<file path="src/rtl/matrix_display_serial_command_sender_top_macros.svh">
// Assertion macros shared by the serial command sender modules.
`ifndef MATRIX_DISPLAY_SERIAL_COMMAND_SENDER_TOP_MACROS_SVH
`define MATRIX_DISPLAY_SERIAL_COMMAND_SENDER_TOP_MACROS_SVH

// Same-cycle implication, sampled on i_clk, off while i_rst_n is low.
`define MDSS_ASSERT_IMP(lbl, ante, cons, msg) \
    lbl: assert property (@(posedge i_clk) disable iff (!i_rst_n) (ante) |-> (cons)) \
        else $error(msg);

// Next-cycle implication, sampled on i_clk, off while i_rst_n is low.
`define MDSS_ASSERT_NXT(lbl, ante, cons, msg) \
    lbl: assert property (@(posedge i_clk) disable iff (!i_rst_n) (ante) |=> (cons)) \
        else $error(msg);

`endif

</file>
<file path="src/rtl/mdss_pkg.sv">
// Types, constants and helpers shared by the serial command sender.
`timescale 1ns / 1ps
package mdss_pkg;

    localparam int ROWS_PER_GLYPH = 7;
    localparam int ROW_FIELDS     = 7;
    localparam int BYTES_MAX      = ROWS_PER_GLYPH + 1;
    localparam int LIST_AW        = (BYTES_MAX > 1) ? $clog2(BYTES_MAX) : 1;
    localparam int FIFO_DEPTH     = 4;
    localparam int FIFO_AW        = $clog2(FIFO_DEPTH);

    localparam int CMD_W    = 3;
    localparam int DIGIT_W  = 8;
    localparam int ROW_W    = 5;
    localparam int BRIGHT_W = 8;
    localparam int LEVEL_W  = 3;
    localparam int CFG_IW   = 1;
    localparam int CFG_DW   = 8;

    localparam logic [CMD_W-1:0] CMD_GLYPH  = 3'd0;
    localparam logic [CMD_W-1:0] CMD_BRIGHT = 3'd1;
    localparam logic [CMD_W-1:0] CMD_PEAK   = 3'd2;
    localparam logic [CMD_W-1:0] CMD_CLEAR  = 3'd3;
    localparam logic [CMD_W-1:0] CMD_RESET  = 3'd4;

    localparam logic [CFG_IW-1:0] REG_INIT_BRIGHT = 1'b0;
    localparam logic [CFG_IW-1:0] REG_INIT_PEAK   = 1'b1;

    localparam logic [7:0]         CTRL_BASE       = 8'b1100_0000;
    localparam logic [7:0]         ADDR_BASE       = 8'b1010_0000;
    localparam logic [DIGIT_W-1:0] DIGIT_MAX       = 8'd7;
    localparam logic [LEVEL_W-1:0] INIT_BRIGHT_RST = 3'd7;
    localparam logic               INIT_PEAK_RST   = 1'b0;

    // One byte waiting for the serializer, with its readback values.
    typedef struct packed {
        logic [7:0]         data;
        logic               last;
        logic [LEVEL_W-1:0] level;
        logic               peak;
    } t_byte_entry;

    typedef struct packed {
        logic full;
        logic empty;
    } t_q_status;

    typedef struct packed {
        logic [LEVEL_W-1:0] bright;
        logic               low_peak;
    } t_init_cfg;

    // Control byte: bit 5 set when clear is off, bit 4 peak, bits 2..0 level field.
    function automatic logic [7:0] ctrl_byte(input logic clr, input logic pk,
                                             input logic [LEVEL_W-1:0] lvl);
        return CTRL_BASE | {2'b00, ~clr, pk, 1'b0, lvl};
    endfunction

endpackage

</file>
<file path="src/rtl/mdss_ifs.sv">
// Valid/ready channel interfaces for commands, serial bits and configuration.
`timescale 1ns / 1ps
interface mdss_in_if;
    logic                                valid;
    logic                                ready;
    logic [mdss_pkg::CMD_W-1:0]          command;
    logic [mdss_pkg::DIGIT_W-1:0]        digit;
    logic [mdss_pkg::ROW_W-1:0]          row0;
    logic [mdss_pkg::ROW_W-1:0]          row1;
    logic [mdss_pkg::ROW_W-1:0]          row2;
    logic [mdss_pkg::ROW_W-1:0]          row3;
    logic [mdss_pkg::ROW_W-1:0]          row4;
    logic [mdss_pkg::ROW_W-1:0]          row5;
    logic [mdss_pkg::ROW_W-1:0]          row6;
    logic [mdss_pkg::BRIGHT_W-1:0]       brightness;
    logic                                low_peak;

    modport source (output valid, command, digit, row0, row1, row2, row3, row4, row5,
                    row6, brightness, low_peak, input ready);
    modport sink   (input valid, command, digit, row0, row1, row2, row3, row4, row5,
                    row6, brightness, low_peak, output ready);
endinterface

interface mdss_out_if;
    logic                           valid;
    logic                           ready;
    logic                           data_bit;
    logic                           byte_end;
    logic                           last;
    logic [mdss_pkg::LEVEL_W-1:0]   level_now;
    logic                           peak_now;

    modport source (output valid, data_bit, byte_end, last, level_now, peak_now,
                    input ready);
    modport sink   (input valid, data_bit, byte_end, last, level_now, peak_now,
                    output ready);
endinterface

interface mdss_cfg_if;
    logic                          valid;
    logic                          ready;
    logic [mdss_pkg::CFG_IW-1:0]   index;
    logic [mdss_pkg::CFG_DW-1:0]   data;

    modport source (output valid, index, data, input ready);
    modport sink   (input valid, index, data, output ready);
endinterface

</file>
<file path="src/rtl/mdss_fifo.sv">
// Short byte queue between the command front end and the serializer.
`timescale 1ns / 1ps
`include "matrix_display_serial_command_sender_top_macros.svh"
module mdss_fifo (
    input  logic                  i_clk,
    input  logic                  i_rst_n,
    input  logic                  i_push,
    input  mdss_pkg::t_byte_entry i_data,
    input  logic                  i_pop,
    output mdss_pkg::t_byte_entry o_data,
    output mdss_pkg::t_q_status   o_stat
);
    localparam logic [mdss_pkg::FIFO_AW:0] DEPTH_C =
        (mdss_pkg::FIFO_AW+1)'(mdss_pkg::FIFO_DEPTH);

    mdss_pkg::t_byte_entry          r_mem [mdss_pkg::FIFO_DEPTH];
    logic [mdss_pkg::FIFO_AW-1:0]   r_wp;
    logic [mdss_pkg::FIFO_AW-1:0]   r_rp;
    logic [mdss_pkg::FIFO_AW:0]     r_cnt;
    logic [mdss_pkg::FIFO_AW:0]     n_cnt;

    assign o_stat.full  = (r_cnt == DEPTH_C);
    assign o_stat.empty = (r_cnt == '0);
    assign o_data       = r_mem[r_rp];

    always_comb begin
        n_cnt = r_cnt;
        if (i_push && !i_pop) begin
            n_cnt = r_cnt + 1'b1;
        end else if (!i_push && i_pop) begin
            n_cnt = r_cnt - 1'b1;
        end
    end

    always_ff @(posedge i_clk) begin
        if (!i_rst_n) begin
            r_wp  <= '0;
            r_rp  <= '0;
            r_cnt <= '0;
        end else begin
            r_cnt <= n_cnt;
            if (i_push) begin
                r_wp <= r_wp + 1'b1;
            end
            if (i_pop) begin
                r_rp <= r_rp + 1'b1;
            end
        end
    end

    always_ff @(posedge i_clk) begin
        if (i_push) begin
            r_mem[r_wp] <= i_data;
        end
    end

    `MDSS_ASSERT_IMP(a_no_push_full, i_push, !o_stat.full, "push into full queue")
    `MDSS_ASSERT_IMP(a_no_pop_empty, i_pop, !o_stat.empty, "pop from empty queue")
    `MDSS_ASSERT_IMP(a_cnt_bound, 1'b1, r_cnt <= DEPTH_C, "queue count beyond depth")

endmodule

</file>
<file path="src/rtl/mdss_front.sv">
// Command front end: decodes a command, updates the mirror, queues its bytes.
`timescale 1ns / 1ps
module mdss_front (
    input  logic                  i_clk,
    input  logic                  i_rst_n,
    mdss_in_if.sink               i_in,
    input  mdss_pkg::t_init_cfg   i_init,
    input  mdss_pkg::t_q_status   i_qstat,
    output logic                  o_push,
    output mdss_pkg::t_byte_entry o_entry
);
    logic [mdss_pkg::ROW_W-1:0]     w_rows [mdss_pkg::ROW_FIELDS];
    logic [7:0]                     n_list [mdss_pkg::BYTES_MAX];
    logic [7:0]                     r_list [mdss_pkg::BYTES_MAX];
    logic [mdss_pkg::LIST_AW:0]     n_cnt;
    logic [mdss_pkg::LIST_AW-1:0]   r_idx;
    logic [mdss_pkg::LIST_AW-1:0]   r_last_idx;
    logic                           r_busy;
    logic                           r_peak;
    logic [mdss_pkg::LEVEL_W-1:0]   r_level;
    logic                           n_peak;
    logic [mdss_pkg::LEVEL_W-1:0]   n_level;
    logic                           w_accept;
    logic                           w_last;

    assign w_rows[0] = i_in.row0;
    assign w_rows[1] = i_in.row1;
    assign w_rows[2] = i_in.row2;
    assign w_rows[3] = i_in.row3;
    assign w_rows[4] = i_in.row4;
    assign w_rows[5] = i_in.row5;
    assign w_rows[6] = i_in.row6;

    assign i_in.ready = !r_busy;
    assign w_accept   = i_in.valid && !r_busy;
    assign w_last     = (r_idx == r_last_idx);
    assign o_push     = r_busy && !i_qstat.full;

    assign o_entry.data  = r_list[r_idx];
    assign o_entry.last  = w_last;
    assign o_entry.level = ~r_level;
    assign o_entry.peak  = r_peak;

    // Build the byte list and the mirror as they stand after the command.
    always_comb begin
        for (int k = 0; k < mdss_pkg::BYTES_MAX; k++) begin
            n_list[k] = 8'h00;
        end
        n_cnt   = '0;
        n_peak  = r_peak;
        n_level = r_level;
        unique case (i_in.command)
            mdss_pkg::CMD_GLYPH: begin
                if (i_in.digit <= mdss_pkg::DIGIT_MAX) begin
                    n_list[0] = mdss_pkg::ADDR_BASE | {5'b0, i_in.digit[2:0]};
                    for (int r = 0; r < mdss_pkg::ROWS_PER_GLYPH; r++) begin
                        n_list[r+1] = {3'b000, w_rows[r]};
                    end
                    n_cnt = (mdss_pkg::LIST_AW+1)'(mdss_pkg::ROWS_PER_GLYPH + 1);
                end else begin
                    for (int r = 0; r < mdss_pkg::ROWS_PER_GLYPH; r++) begin
                        n_list[r] = {3'b000, w_rows[r]};
                    end
                    n_cnt = (mdss_pkg::LIST_AW+1)'(mdss_pkg::ROWS_PER_GLYPH);
                end
            end
            mdss_pkg::CMD_BRIGHT: begin
                n_level   = ~i_in.brightness[mdss_pkg::LEVEL_W-1:0];
                n_list[0] = mdss_pkg::ctrl_byte(1'b0, r_peak, n_level);
                n_cnt     = (mdss_pkg::LIST_AW+1)'(1);
            end
            mdss_pkg::CMD_PEAK: begin
                n_peak    = i_in.low_peak;
                n_list[0] = mdss_pkg::ctrl_byte(1'b0, n_peak, r_level);
                n_cnt     = (mdss_pkg::LIST_AW+1)'(1);
            end
            mdss_pkg::CMD_CLEAR: begin
                n_list[0] = mdss_pkg::ctrl_byte(1'b1, r_peak, r_level);
                n_list[1] = mdss_pkg::ctrl_byte(1'b0, r_peak, r_level);
                n_cnt     = (mdss_pkg::LIST_AW+1)'(2);
            end
            mdss_pkg::CMD_RESET: begin
                n_peak    = i_init.low_peak;
                n_level   = ~i_init.bright;
                n_list[0] = mdss_pkg::ctrl_byte(1'b0, n_peak, '0);
                n_list[1] = mdss_pkg::ctrl_byte(1'b0, n_peak, n_level);
                n_cnt     = (mdss_pkg::LIST_AW+1)'(2);
            end
            default: begin
                n_cnt = '0;
            end
        endcase
    end

    always_ff @(posedge i_clk) begin
        if (!i_rst_n) begin
            r_busy     <= 1'b0;
            r_idx      <= '0;
            r_last_idx <= '0;
            r_peak     <= mdss_pkg::INIT_PEAK_RST;
            r_level    <= ~mdss_pkg::INIT_BRIGHT_RST;
        end else if (w_accept) begin
            r_busy     <= (n_cnt != '0);
            r_idx      <= '0;
            r_last_idx <= mdss_pkg::LIST_AW'(n_cnt - 1'b1);
            r_peak     <= n_peak;
            r_level    <= n_level;
        end else if (o_push) begin
            if (w_last) begin
                r_busy <= 1'b0;
            end
            r_idx <= r_idx + 1'b1;
        end
    end

    always_ff @(posedge i_clk) begin
        if (w_accept) begin
            r_list <= n_list;
        end
    end

endmodule

</file>
<file path="src/rtl/mdss_back.sv">
// Serializer: shifts queued bytes out one bit per transfer, LSB first.
`timescale 1ns / 1ps
`include "matrix_display_serial_command_sender_top_macros.svh"
module mdss_back (
    input  logic                  i_clk,
    input  logic                  i_rst_n,
    input  mdss_pkg::t_byte_entry i_entry,
    input  mdss_pkg::t_q_status   i_qstat,
    output logic                  o_pop,
    mdss_out_if.source            o_out
);
    logic                           r_active;
    logic [2:0]                     r_bit;
    logic [7:0]                     r_shift;
    logic                           r_last;
    logic [mdss_pkg::LEVEL_W-1:0]   r_level;
    logic                           r_peak;
    logic                           w_xfer;
    logic                           w_end;
    logic                           w_byte_done;

    assign w_end       = (r_bit == 3'd7);
    assign w_xfer      = r_active && o_out.ready;
    assign w_byte_done = w_xfer && w_end;
    assign o_pop       = !i_qstat.empty && (!r_active || w_byte_done);

    assign o_out.valid     = r_active;
    assign o_out.data_bit  = r_shift[0];
    assign o_out.byte_end  = w_end;
    assign o_out.last      = r_last && w_end;
    assign o_out.level_now = r_level;
    assign o_out.peak_now  = r_peak;

    always_ff @(posedge i_clk) begin
        if (!i_rst_n) begin
            r_active <= 1'b0;
            r_bit    <= '0;
        end else if (o_pop) begin
            r_active <= 1'b1;
            r_bit    <= '0;
        end else if (w_byte_done) begin
            r_active <= 1'b0;
            r_bit    <= '0;
        end else if (w_xfer) begin
            r_bit <= r_bit + 1'b1;
        end
    end

    always_ff @(posedge i_clk) begin
        if (o_pop) begin
            r_shift <= i_entry.data;
            r_last  <= i_entry.last;
            r_level <= i_entry.level;
            r_peak  <= i_entry.peak;
        end else if (w_xfer) begin
            r_shift <= {1'b0, r_shift[7:1]};
        end
    end

    `MDSS_ASSERT_NXT(a_load_starts, o_pop, r_active && (r_bit == 3'd0),
                     "loaded byte does not start at bit zero")
    `MDSS_ASSERT_IMP(a_bit_needs_active, r_bit != 3'd0, r_active,
                     "bit counter running while idle")
    `MDSS_ASSERT_NXT(a_done_goes_idle, w_byte_done && !o_pop, !r_active,
                     "serializer stays busy after final bit")

endmodule

</file>
<file path="src/rtl/matrix_display_serial_command_sender_top.sv">
// Throughput: one serial bit per cycle while o_out.ready is high and a byte waits;
// a glyph write yields 64 bits (56 without the address byte), a control command
// 8 or 16; the bit serializer sets this pace.
// The next command is taken once the front end has queued every byte of the last.
// Reset (i_rst_n low, synchronous): queue and serializer empty, mirror at clear off,
// peak 0, brightness 7; initial brightness 7 and initial peak 0.
`timescale 1ns / 1ps
module matrix_display_serial_command_sender_top (
    input  logic        i_clk,
    input  logic        i_rst_n,
    mdss_in_if.sink     i_in,
    mdss_cfg_if.sink    i_cfg,
    mdss_out_if.source  o_out
);
    // Initial values loaded by the reset command.
    mdss_pkg::t_init_cfg    r_init;

    // Front end to queue, queue to serializer.
    mdss_pkg::t_byte_entry  w_push_entry;
    mdss_pkg::t_byte_entry  w_head_entry;
    mdss_pkg::t_q_status    w_qstat;
    logic                   w_push;
    logic                   w_pop;

    // Configuration is always ready; a transfer updates one initial value.
    assign i_cfg.ready = 1'b1;

    always_ff @(posedge i_clk) begin
        if (!i_rst_n) begin
            r_init.bright   <= mdss_pkg::INIT_BRIGHT_RST;
            r_init.low_peak <= mdss_pkg::INIT_PEAK_RST;
        end else if (i_cfg.valid) begin
            unique case (i_cfg.index)
                mdss_pkg::REG_INIT_BRIGHT: begin
                    r_init.bright <= i_cfg.data[mdss_pkg::LEVEL_W-1:0];
                end
                mdss_pkg::REG_INIT_PEAK: begin
                    r_init.low_peak <= i_cfg.data[0];
                end
                default: begin
                    r_init <= r_init;
                end
            endcase
        end
    end

    // Front end: decode the command, update the control mirror, then push its bytes,
    // one per cycle while the queue has room, with the readback values they must carry.
    mdss_front u_front (
        .i_clk   (i_clk),
        .i_rst_n (i_rst_n),
        .i_in    (i_in),
        .i_init  (r_init),
        .i_qstat (w_qstat),
        .o_push  (w_push),
        .o_entry (w_push_entry)
    );

    // Queue: lets the front end take the next command while bits still drain.
    mdss_fifo u_fifo (
        .i_clk   (i_clk),
        .i_rst_n (i_rst_n),
        .i_push  (w_push),
        .i_data  (w_push_entry),
        .i_pop   (w_pop),
        .o_data  (w_head_entry),
        .o_stat  (w_qstat)
    );

    // Serializer: hold each bit until its transfer, advance LSB first, and
    // flag the eighth bit of a byte and the final bit of a command.
    mdss_back u_back (
        .i_clk   (i_clk),
        .i_rst_n (i_rst_n),
        .i_entry (w_head_entry),
        .i_qstat (w_qstat),
        .o_pop   (w_pop),
        .o_out   (o_out)
    );

endmodule
</file>
<file path="src/flat_wrapper.sv">
// flat-port wrapper written by rule: the top's interface ports become plain ports
module matrix_display_serial_command_sender_top_flat 
  (i_clk, i_rst_n, i_in_valid, i_in_command, i_in_digit, i_in_row0, i_in_row1, i_in_row2, i_in_row3, i_in_row4, i_in_row5, i_in_row6, i_in_brightness, i_in_low_peak, i_in_ready, i_cfg_valid, i_cfg_index, i_cfg_data, i_cfg_ready, o_out_valid, o_out_data_bit, o_out_byte_end, o_out_last, o_out_level_now, o_out_peak_now, o_out_ready);
  mdss_in_if i_in_i ();
  mdss_cfg_if i_cfg_i ();
  mdss_out_if o_out_i ();
  input  logic i_clk;
  input  logic i_rst_n;
  input wire logic [$bits(i_in_i.valid)-1:0] i_in_valid;
  input wire logic [$bits(i_in_i.command)-1:0] i_in_command;
  input wire logic [$bits(i_in_i.digit)-1:0] i_in_digit;
  input wire logic [$bits(i_in_i.row0)-1:0] i_in_row0;
  input wire logic [$bits(i_in_i.row1)-1:0] i_in_row1;
  input wire logic [$bits(i_in_i.row2)-1:0] i_in_row2;
  input wire logic [$bits(i_in_i.row3)-1:0] i_in_row3;
  input wire logic [$bits(i_in_i.row4)-1:0] i_in_row4;
  input wire logic [$bits(i_in_i.row5)-1:0] i_in_row5;
  input wire logic [$bits(i_in_i.row6)-1:0] i_in_row6;
  input wire logic [$bits(i_in_i.brightness)-1:0] i_in_brightness;
  input wire logic [$bits(i_in_i.low_peak)-1:0] i_in_low_peak;
  output wire logic [$bits(i_in_i.ready)-1:0] i_in_ready;
  input wire logic [$bits(i_cfg_i.valid)-1:0] i_cfg_valid;
  input wire logic [$bits(i_cfg_i.index)-1:0] i_cfg_index;
  input wire logic [$bits(i_cfg_i.data)-1:0] i_cfg_data;
  output wire logic [$bits(i_cfg_i.ready)-1:0] i_cfg_ready;
  output wire logic [$bits(o_out_i.valid)-1:0] o_out_valid;
  output wire logic [$bits(o_out_i.data_bit)-1:0] o_out_data_bit;
  output wire logic [$bits(o_out_i.byte_end)-1:0] o_out_byte_end;
  output wire logic [$bits(o_out_i.last)-1:0] o_out_last;
  output wire logic [$bits(o_out_i.level_now)-1:0] o_out_level_now;
  output wire logic [$bits(o_out_i.peak_now)-1:0] o_out_peak_now;
  input wire logic [$bits(o_out_i.ready)-1:0] o_out_ready;
  assign i_in_i.valid = i_in_valid;
  assign i_in_i.command = i_in_command;
  assign i_in_i.digit = i_in_digit;
  assign i_in_i.row0 = i_in_row0;
  assign i_in_i.row1 = i_in_row1;
  assign i_in_i.row2 = i_in_row2;
  assign i_in_i.row3 = i_in_row3;
  assign i_in_i.row4 = i_in_row4;
  assign i_in_i.row5 = i_in_row5;
  assign i_in_i.row6 = i_in_row6;
  assign i_in_i.brightness = i_in_brightness;
  assign i_in_i.low_peak = i_in_low_peak;
  assign i_in_ready = i_in_i.ready;
  assign i_cfg_i.valid = i_cfg_valid;
  assign i_cfg_i.index = i_cfg_index;
  assign i_cfg_i.data = i_cfg_data;
  assign i_cfg_ready = i_cfg_i.ready;
  assign o_out_valid = o_out_i.valid;
  assign o_out_data_bit = o_out_i.data_bit;
  assign o_out_byte_end = o_out_i.byte_end;
  assign o_out_last = o_out_i.last;
  assign o_out_level_now = o_out_i.level_now;
  assign o_out_peak_now = o_out_i.peak_now;
  assign o_out_i.ready = o_out_ready;
  matrix_display_serial_command_sender_top u_core (.i_clk(i_clk), .i_rst_n(i_rst_n), .i_in(i_in_i), .i_cfg(i_cfg_i), .o_out(o_out_i));
endmodule
</file>
<file path="config.mk">
export PLATFORM = sky130hd
export DESIGN_NAME = matrix_display_serial_command_sender_top_flat
export DESIGN_NICKNAME = d
export VERILOG_FILES = /design/src/rtl/mdss_pkg.sv /design/src/rtl/mdss_ifs.sv /design/src/rtl/mdss_fifo.sv /design/src/rtl/mdss_front.sv /design/src/rtl/mdss_back.sv /design/src/rtl/matrix_display_serial_command_sender_top.sv /design/src/flat_wrapper.sv
export VERILOG_INCLUDE_DIRS = /design/src /design/src/rtl
export SDC_FILE = /design/constraint.sdc
export NUM_CORES = 1
export LEC_CHECK = 0
export BUFFER_PORTS_ARGS = -buffer_cell sky130_fd_sc_hd__buf_2
export CAP_MARGIN = 20
export CORE_ASPECT_RATIO = 1.1
export CORE_MARGIN = 1
export CORE_UTILIZATION = 45
export CTS_BUF_LIST = sky130_fd_sc_hd__clkbuf_4 sky130_fd_sc_hd__clkbuf_8
export CTS_CLUSTER_SIZE = 30
export DETAILED_ROUTE_END_ITERATION = 8
export GPL_TIMING_DRIVEN = 1
export PLACE_DENSITY = 0.76
export REMOVE_ABC_BUFFERS = 1
export SLEW_MARGIN = 20
export SYNTH_ARGS = -nofsm -noshare
export SYNTH_HDL_FRONTEND = slang
export SYNTH_HIERARCHICAL = 1
export SYNTH_SLANG_ARGS = --single-unit
</file>
<file path="constraint.sdc">
create_clock -name i_clk -period 3.2 [get_ports i_clk]
set_input_delay 0.64 -clock i_clk [delete_from_list [all_inputs] [get_ports i_clk]]
set_output_delay 0.64 -clock i_clk [all_outputs]
set_load 0.01 [all_outputs]
</file>
==> impl_results.md, run 1 <==
- Status: completed
- Fmax: 356 MHz
- Via/cell ratio: around 5.7
- Critical Path Source: u_core/u_back/r_bit[0]$_SDFFE_PP0P_
- Initial DRC Count: 300
- Tcrit/Tclk final: 0.878
- Pin count of the biggest net entering global routing: 42
- Pwr/cell area: around 630 nW/µm²
- Resize count post-CTS: 0
- Post-route DRC violation count: 0
- Congestion Overflow GR: 0
- Distinct cells, synth: 66
- Worst-path clk slew: about 0.080 ns
- CTS tree: built
- Mapped Cells: just under 500
- CP arrival: approximately 3.2 ns
- RSZ-0062 raised after global routing: no
- CTS Buffer Depth: 2
- Vias in the first global route: ~4300
- Crit path launch type: register
- LEAKAGE: between 2 and 3 nW
- Number of flops mapped to enable cells by yosys: roughly 110
- Fillers: ~1200
- Placed Instances: 729
- Clk sinks: ~140
- Vias post-DR: 4300
- Top Ports: 79
- Final-report hold violation count: 0
- Inserted Diodes: 0
- Inserted Clock Buffers: 17
- DRT Pass-1 Iters: 6
- Initial Utilization: 0.459
- Worst R2R End: u_core/u_fifo/r_cnt[2]$_SDFFE_PN0P_
- Row cnt: 46
- GPL Wtd Cong: between 0.8 and 0.9
- Core box area: approximately 14000 µm²
- Hold_sp: i_cfg_data[0]
- Max_cap viols: 0
- Slew HR: 0.454
- Area Overhead vs Synth: 12.5%
- Post-layout min period: 2.81 ns
- Ys Warns: 6
- Post-synthesis sequential area ratio: 0.580
- Crit path required time: 3.54 ns
- Clock Tree Root: clkbuf_8
- Final max-slew violation count: 0
- First-pass GRT wire length: around 21 mm
- Reg-to-reg slack, setup: between 0.3 and 0.4 ns
- Final setup viols: 0
- Final std cells w/o fill: between 700 and 800
- Synth top area share: 0.495
- Initial antenna violation count: 0
- # hold bufs at CTS: 0
- Final Power: between 4 and 5 mW
- Number of synthesized register bits: between 100 and 150
- Share of cells above drive strength 1: 0.283
- Worst Hold Margin: ~0.46 ns
- Maximum VDD drop: about 0.31 mV
- Worst R2R Path Depth: 11
- Reg2reg start: u_core/u_back/r_bit[0]$_SDFFE_PP0P_
- Post-CTS setup buffers: 0
- Async SR Flop Fraction: 0
- Synth area leaders: edfxtp_1 50%, dfxtp_1 8.5%, mux4_2 6.8%, o21ai_0 2.7%, a21oi_1 2.3%
- Tightest Pin Transition: about 0.82 ns
- Worst skew pair latency: approximately 0.44 ns
- Hold Crit Class: in -> reg
- Nets: 635
- Antenna violation net count after detailed routing: 0
- Chip width: 118 µm
- Final Skew: 0.0125 ns
- Worst setup path end: u_core/u_fifo/r_cnt[2]$_SDFFE_PN0P_
- Wirelength per Cell: roughly 17 µm
- Mapped cell area: roughly 6600 µm²
- Setup CP Type: reg -> reg
- Final worst slack: 0.392 ns
- Die height: 129 µm
- Setup crit end kind: register
- Die ar.: between 15000 and 20000 µm²
- Syn_area_per_cell: 13.4 µm²
- Main flop type after synthesis: edfxtp_1
- Final wirelength: 13.0 mm
- H-tree levels: 4
- Post-route setup TNS: 0 ns
- IO Port Bufs: between 60 and 70
- Area leader, netlist: edfxtp_1
- Crit path max fanout: 10
- Gr usage total: 0.180
- Setup WS pre-CTS: roughly 0.33 ns
- Dpl hpwl: a little under 9 mm
[layout make-up]
| cell class | count | area, µm² | share of cell area |
|---|---|---|---|
| inverters | 23 | 86.3 | 0.0116 |
| flip-flops and latches | 137 | 3830 | 0.516 |
| multi-input cells | 297 | 2430 | 0.327 |
| clock inverters | 12 | 143 | 0.0192 |
| repair buffers | 80 | 433 | 0.0582 |
| well taps | 192 | 240 | 0.0323 |
| clock buffers | 20 | 269 | 0.0362 |
[synthesized netlist by cell type (4+ instances only)]
cell	number
nand3_1	29
o21ai_0	36
xnor2_1	4
edfxtp_1	109
nor3b_1	4
and3_1	6
nand2_1	19
buf_4	7
o32ai_1	7
nand3b_1	6
a21oi_1	31
dfxtp_1	28
o211ai_1	10
clkbuf_1	13
mux2i_1	5
nand2b_1	7
nor2_1	7
xor2_1	9
mux2_2	7
ha_1	9
inv_1	23
o211ai_2	5
and2_1	12
buf_2	6
buf_6	11
mux4_2	20
[through the flow]
stage / utilization / area [µm²]
2_1_floorplan: - / 6350
3_3_place_gp: 0.488 / 7020
3_5_place_dp: 0.488 / 7020
4_1_cts: 0.517 / 7440
5_1_grt: 0.517 / 7440
6_report: 0.517 / 7440
[registers in the layout, indices dropped and copies added (netlist names), 3 cells and up, named ones only]
signal	cells
u_core/u_fifo/r_mem	52
u_core/u_back/r_shift	8
u_core/u_front/r_level	3
u_core/u_back/o_out.level_now	3
u_core/u_front/r_last_idx	3
u_core/u_back/r_bit	3
u_core/u_front/r_idx	3
u_core/u_fifo/r_cnt	3
u_core/u_front/r_list	44
u_core/r_init	4
[how the worst min path moves through the flow]
stage | to | slack (ns) | cells past startpoint
finish | u_core/r_init[0]$_SDFFE_PN0P_ | 0.46 | 3
global route | u_core/r_init[0]$_SDFFE_PN0P_ | 0.44 | 3
CTS | u_core/r_init[0]$_SDFFE_PN0P_ | 0.44 | 3
detailed placement | u_core/r_init[1]$_SDFFE_PN1P_ | 0.51 | 2
global placement | u_core/u_fifo/r_cnt[2]$_SDFFE_PN0P_ | 0.48 | 2
floorplan | u_core/r_init[0]$_SDFFE_PN0P_ | 0.46 | 2
[cell usage in the layout, fill, tap and decap left out, types with 9 or more instances in the layout]
cell	Yosys	final
a21oi_1	31	31
and2_1	12	12
buf_2	6	67
buf_4	7	13
clkbuf_8	0	19
dfxtp_1	28	28
edfxtp_1	109	109
ha_1	9	9
inv_1	23	23
mux4_2	20	20
nand2_1	19	19
nand3_1	29	29
o211ai_1	10	10
o21ai_0	36	36
xor2_1	9	9
[where the power goes]
part	internal, mW	switching [mW]	total, mW	leakage, nW
Sequential	2.22	0.134	2.36	1.26
Clock	0.751	0.674	1.42	0.196
Combinational	0.430	0.490	0.920	1.19
[per-layer routing]
layer	wire length, µm	track usage	share of wire
met3	854	0.0475	0.066
met4	243	0.0747	0.019
met2	6660	0.309	0.51
met5	0	0	0
met1	5220	0.217	0.40
[critical path, stage by stage, from the launching register on]
cell      delay (ns)
dfxtp_1         0.32
ha_1            0.20
ha_1            0.26
a21boi_4        0.30
nor2_1          0.23
inv_1           0.09
ha_1            0.18
inv_1           0.06
fa_1            0.37
xor2_1          0.17
or3_1           0.30
a21boi_0        0.23
[cell families after synthesis]
kind of cell,synth area share
DFF,0.580
buffers and inverters,0.0522
xor gates and xnor gates,0.0172
other,0.000567
and+or+nand+nor,0.107
muxes,0.102
AOI/OAI and AO/OA,0.121
adders and majority gates,0.0201
Power figures use the tool's default switching activity.
==> run 2: changes to the inputs <==
CORE_ASPECT_RATIO = not set   (was 1.1)
MAX_ROUTING_LAYER = met4   (was not set)
==> run 2 against run 1 <==
  * Clock skew decreased by 0.0014 ns
  * Critical endpoint unchanged
  * Global-route usage increased by 1.1 points
  * Cell count decreased by 1.3%
  * Hold slack improved by 0.018 ns
  * Total power decreased by 0.67%
  * Setup slack improved by 0.21 ns
  * Highest routed layer unchanged
==> impl_results.md, run 2 (synthesized netlist as in run 1, its figures left out) <==
- Status: completed
- Via/cell ratio: 5.69 (+0.72%)
- Top Ports: 79 (unchanged)
- Clock Tree Root: clkbuf_8
- Reg2reg start: u_core/u_back/r_bit[0]$_SDFFE_PP0P_
- Worst-path clk slew: 0.07 ns (about the same)
- Inserted Diodes: 0 (unchanged)
- # hold bufs at CTS: 0 (unchanged)
- Initial antenna violation count: 0 (unchanged)
- Maximum VDD drop: 0.322 mV (+2.6%)
- Worst skew pair latency: 0.44 ns (about the same)
- Max reg flops: 52 (unchanged)
- Tcrit/Tclk final: 0.813 (-0.0644)
- Worst R2R End: u_core/u_fifo/r_cnt[2]$_SDFFE_PN0P_
- Pwr/cell area: 630 nW/µm² (-0.40%)
- GPL Wtd Cong: 0.809 (+0.51%)
- Hold EP: u_core/r_init[0]$_SDFFE_PN0P_
- IO Port Bufs: 67 (unchanged)
- Die ar.: 15200 µm² (about the same)
- Switch share: 0.279 (+0.00319)
- Setup crit end kind: register
- LEAKAGE: 2.65 nW (about the same)
- Chip width: 123 µm (+4.8%)
- Setup WS pre-CTS: 0.561 ns (+0.228 ns)
- CP cell instances: ha_1 -> ha_1 -> a21boi_4 -> nor2_1 -> inv_1 -> ha_1 -> inv_1 -> fa_1 -> xor2_1 -> or3_1 -> a21boi_0
- Buf/Inv on CP: 2 (unchanged)
- H-tree levels: 4 (unchanged)
- Tightest Pin Transition: 0.857 ns (+0.0398 ns)
- Layout Utilization: 0.526 (+0.00931)
- Dpl hpwl: 8.91 mm (+1.5%)
- Crit path max fanout: 10 (unchanged)
- Initial DRC Count: 329 (+9.7%)
- Final std cells w/o fill: 751 (-1.3%)
- Crit-path slowest cell: fa_1
- Worst R2R Path Depth: 11 (unchanged)
- Post-route DRC violation count: 0 (unchanged)
- Hold Crit Class: in -> reg
- Post-layout min period: 2.60 ns (-0.206 ns)
- Final max-slew violation count: 0 (unchanged)
- Post-route setup TNS: 0 ns (unchanged)
- Fillers: 1180 (-5.1%)
- Crit path largest cell delay: 0.38 ns (about the same)
- Crit path top cell by count: ha_1
- RSZ-0062 raised after global routing: no
- Inserted Clock Buffers: 17 (unchanged)
- Crit path launch type: register
- Max_cap viols: 0 (unchanged)
- Vias in the first global route: 4257 (-0.14%)
- Biggest register: u_core/u_fifo/r_mem
- Top flop regs: u_core/u_fifo/r_mem: 52 flops, u_core/u_front/r_list: 44 flops, u_core/u_back/r_shift: 8 flops
- Flip-flop and latch area: 3830 µm² (unchanged)
- CP arrival: 2.96 ns (-0.19 ns)
- Placed Instances: 719 (-1.4%)
- Seq pwr share: 0.503 (+0.002)
- Hold_sp: i_cfg_data[0]
- Clk sinks: 137 (unchanged)
- Wirelength per Cell: 17.4 µm (+2.2%)
- Setup CP Type: reg -> reg
- Resize count post-CTS: 0 (unchanged)
- Initial Utilization: 0.469 (+0.00954)
- First-pass GRT wire length: 21.1 mm (about the same)
- Post-Layout Inst Area: 7420 µm² (-0.27%)
- Worst Hold Depth: 3 (unchanged)
- Power share of the combinational group: 0.204 (+0.008)
- Switch Pwr: 1.30 mW (+0.48%)
- Slew HR: 0.428 (-0.0266)
- Post-CTS setup buffers: 0 (unchanged)
- DRT Pass-1 Iters: 5 (-1)
- Vias post-DR: 4274 (-0.60%)
- Multi-input gate area: 2430 µm² (unchanged)
- Final setup viols: 0 (unchanged)
- Row cnt: 43 (-6.5%)
- Die height: 123 µm (-4.6%)
- Reg-to-reg slack, setup: 0.60 ns (+0.21 ns)
- Share of cells above drive strength 1: 0.282 (-0.000991)
- Final worst slack: 0.598 ns (+0.206 ns)
- Pin count of the biggest net entering global routing: 33 (-21%)
- Final Power: 4.67 mW (-0.67%)
- Gr usage total: 0.191 (+0.0114)
- Worst Hold Margin: 0.474 ns (+0.0178 ns)
- Final-report hold violation count: 0 (unchanged)
- Commonest non-fill, non-tap cell in the layout: edfxtp_1
- CTS tree: built
- Core box area: 14100 µm² (-2.0%)
- Area Overhead vs Synth: 12.2%
- Crit path required time: 3.56 ns (+0.02 ns)
- Clock share of power: 0.293 (-0.010)
- Fmax: 384 MHz (+7.9%)
- Antenna violation net count after detailed routing: 0 (unchanged)
- Critical Path Source: u_core/u_back/r_bit[0]$_SDFFE_PP0P_
- Dpl cell area: 7020 µm² (unchanged)
- Commonest non-fill, non-tap cells in the layout: 109 x edfxtp_1, 67 x buf_2, 36 x o21ai_0
- Nets: 637 (+0.31%)
- Final Skew: 0.0110 ns (-0.00141 ns)
- Internal Power: 3.37 mW (-1.1%)
- CTS Buffer Depth: 2 (unchanged)
- Congestion Overflow GR: 0 (unchanged)
- Crit path max-delay family: adder cells
- Final wirelength: 13.1 mm (+0.86%)
[run 2: cell types whose count changed in the layout (fill, tap and decap cells not counted)]
cell      previous run  this run
buf_4               13        15
clkbuf_8            19        17
clkinv_1             0         2
[run 2: worst max-delay path by stage]
stage	end	slack, ns	cells after the start
global placement	u_core/u_fifo/r_cnt[2]$_SDFFE_PN0P_	0.65	10
finish	u_core/u_fifo/r_cnt[2]$_SDFFE_PN0P_	0.60	11
detailed placement	u_core/u_fifo/r_cnt[2]$_SDFFE_PN0P_	0.56	10
global route	u_core/u_fifo/r_cnt[2]$_SDFFE_PN0P_	0.41	11
floorplan	u_core/u_fifo/r_cnt[2]$_SDFFE_PN0P_	0.17	9
CTS	u_core/u_fifo/r_cnt[2]$_SDFFE_PN0P_	0.59	11
[run 2: cell type report]
type / instances / share of cell area
repair buffers: 82 / 0.0604
well taps: 180 / 0.0304
clock inverters: 14 / 0.0202
flip-flops and latches: 137 / 0.517
inverters: 23 / 0.0116
clock buffers: 18 / 0.0326
multi-input cells: 297 / 0.328
[run 2: power by group through the flow]
stage / logic, mW / clock network (mW) / registers (mW)
after global routing: 1.06 / 1.48 / 2.37
after global placement: 0.910 / 0 / 2.38
after detailed placement: 0.950 / 0 / 2.39
final: 0.953 / 1.37 / 2.35
after floorplan: 0.595 / 0 / 2.40
after CTS: 0.960 / 1.40 / 2.35
[run 2: tightest hold or removal path, cell delays in order]
cell	delay [ns]
buf_2	0.11
nand2_1	0.05
mux2i_1	0.06
[run 2: layer usage]
metal | routed length [µm] | track usage
met5 | 0 | -
met4 | 275 | 0.0941
met3 | 711 | 0.0415
met2 | 6610 | 0.310
met1 | 5490 | 0.226
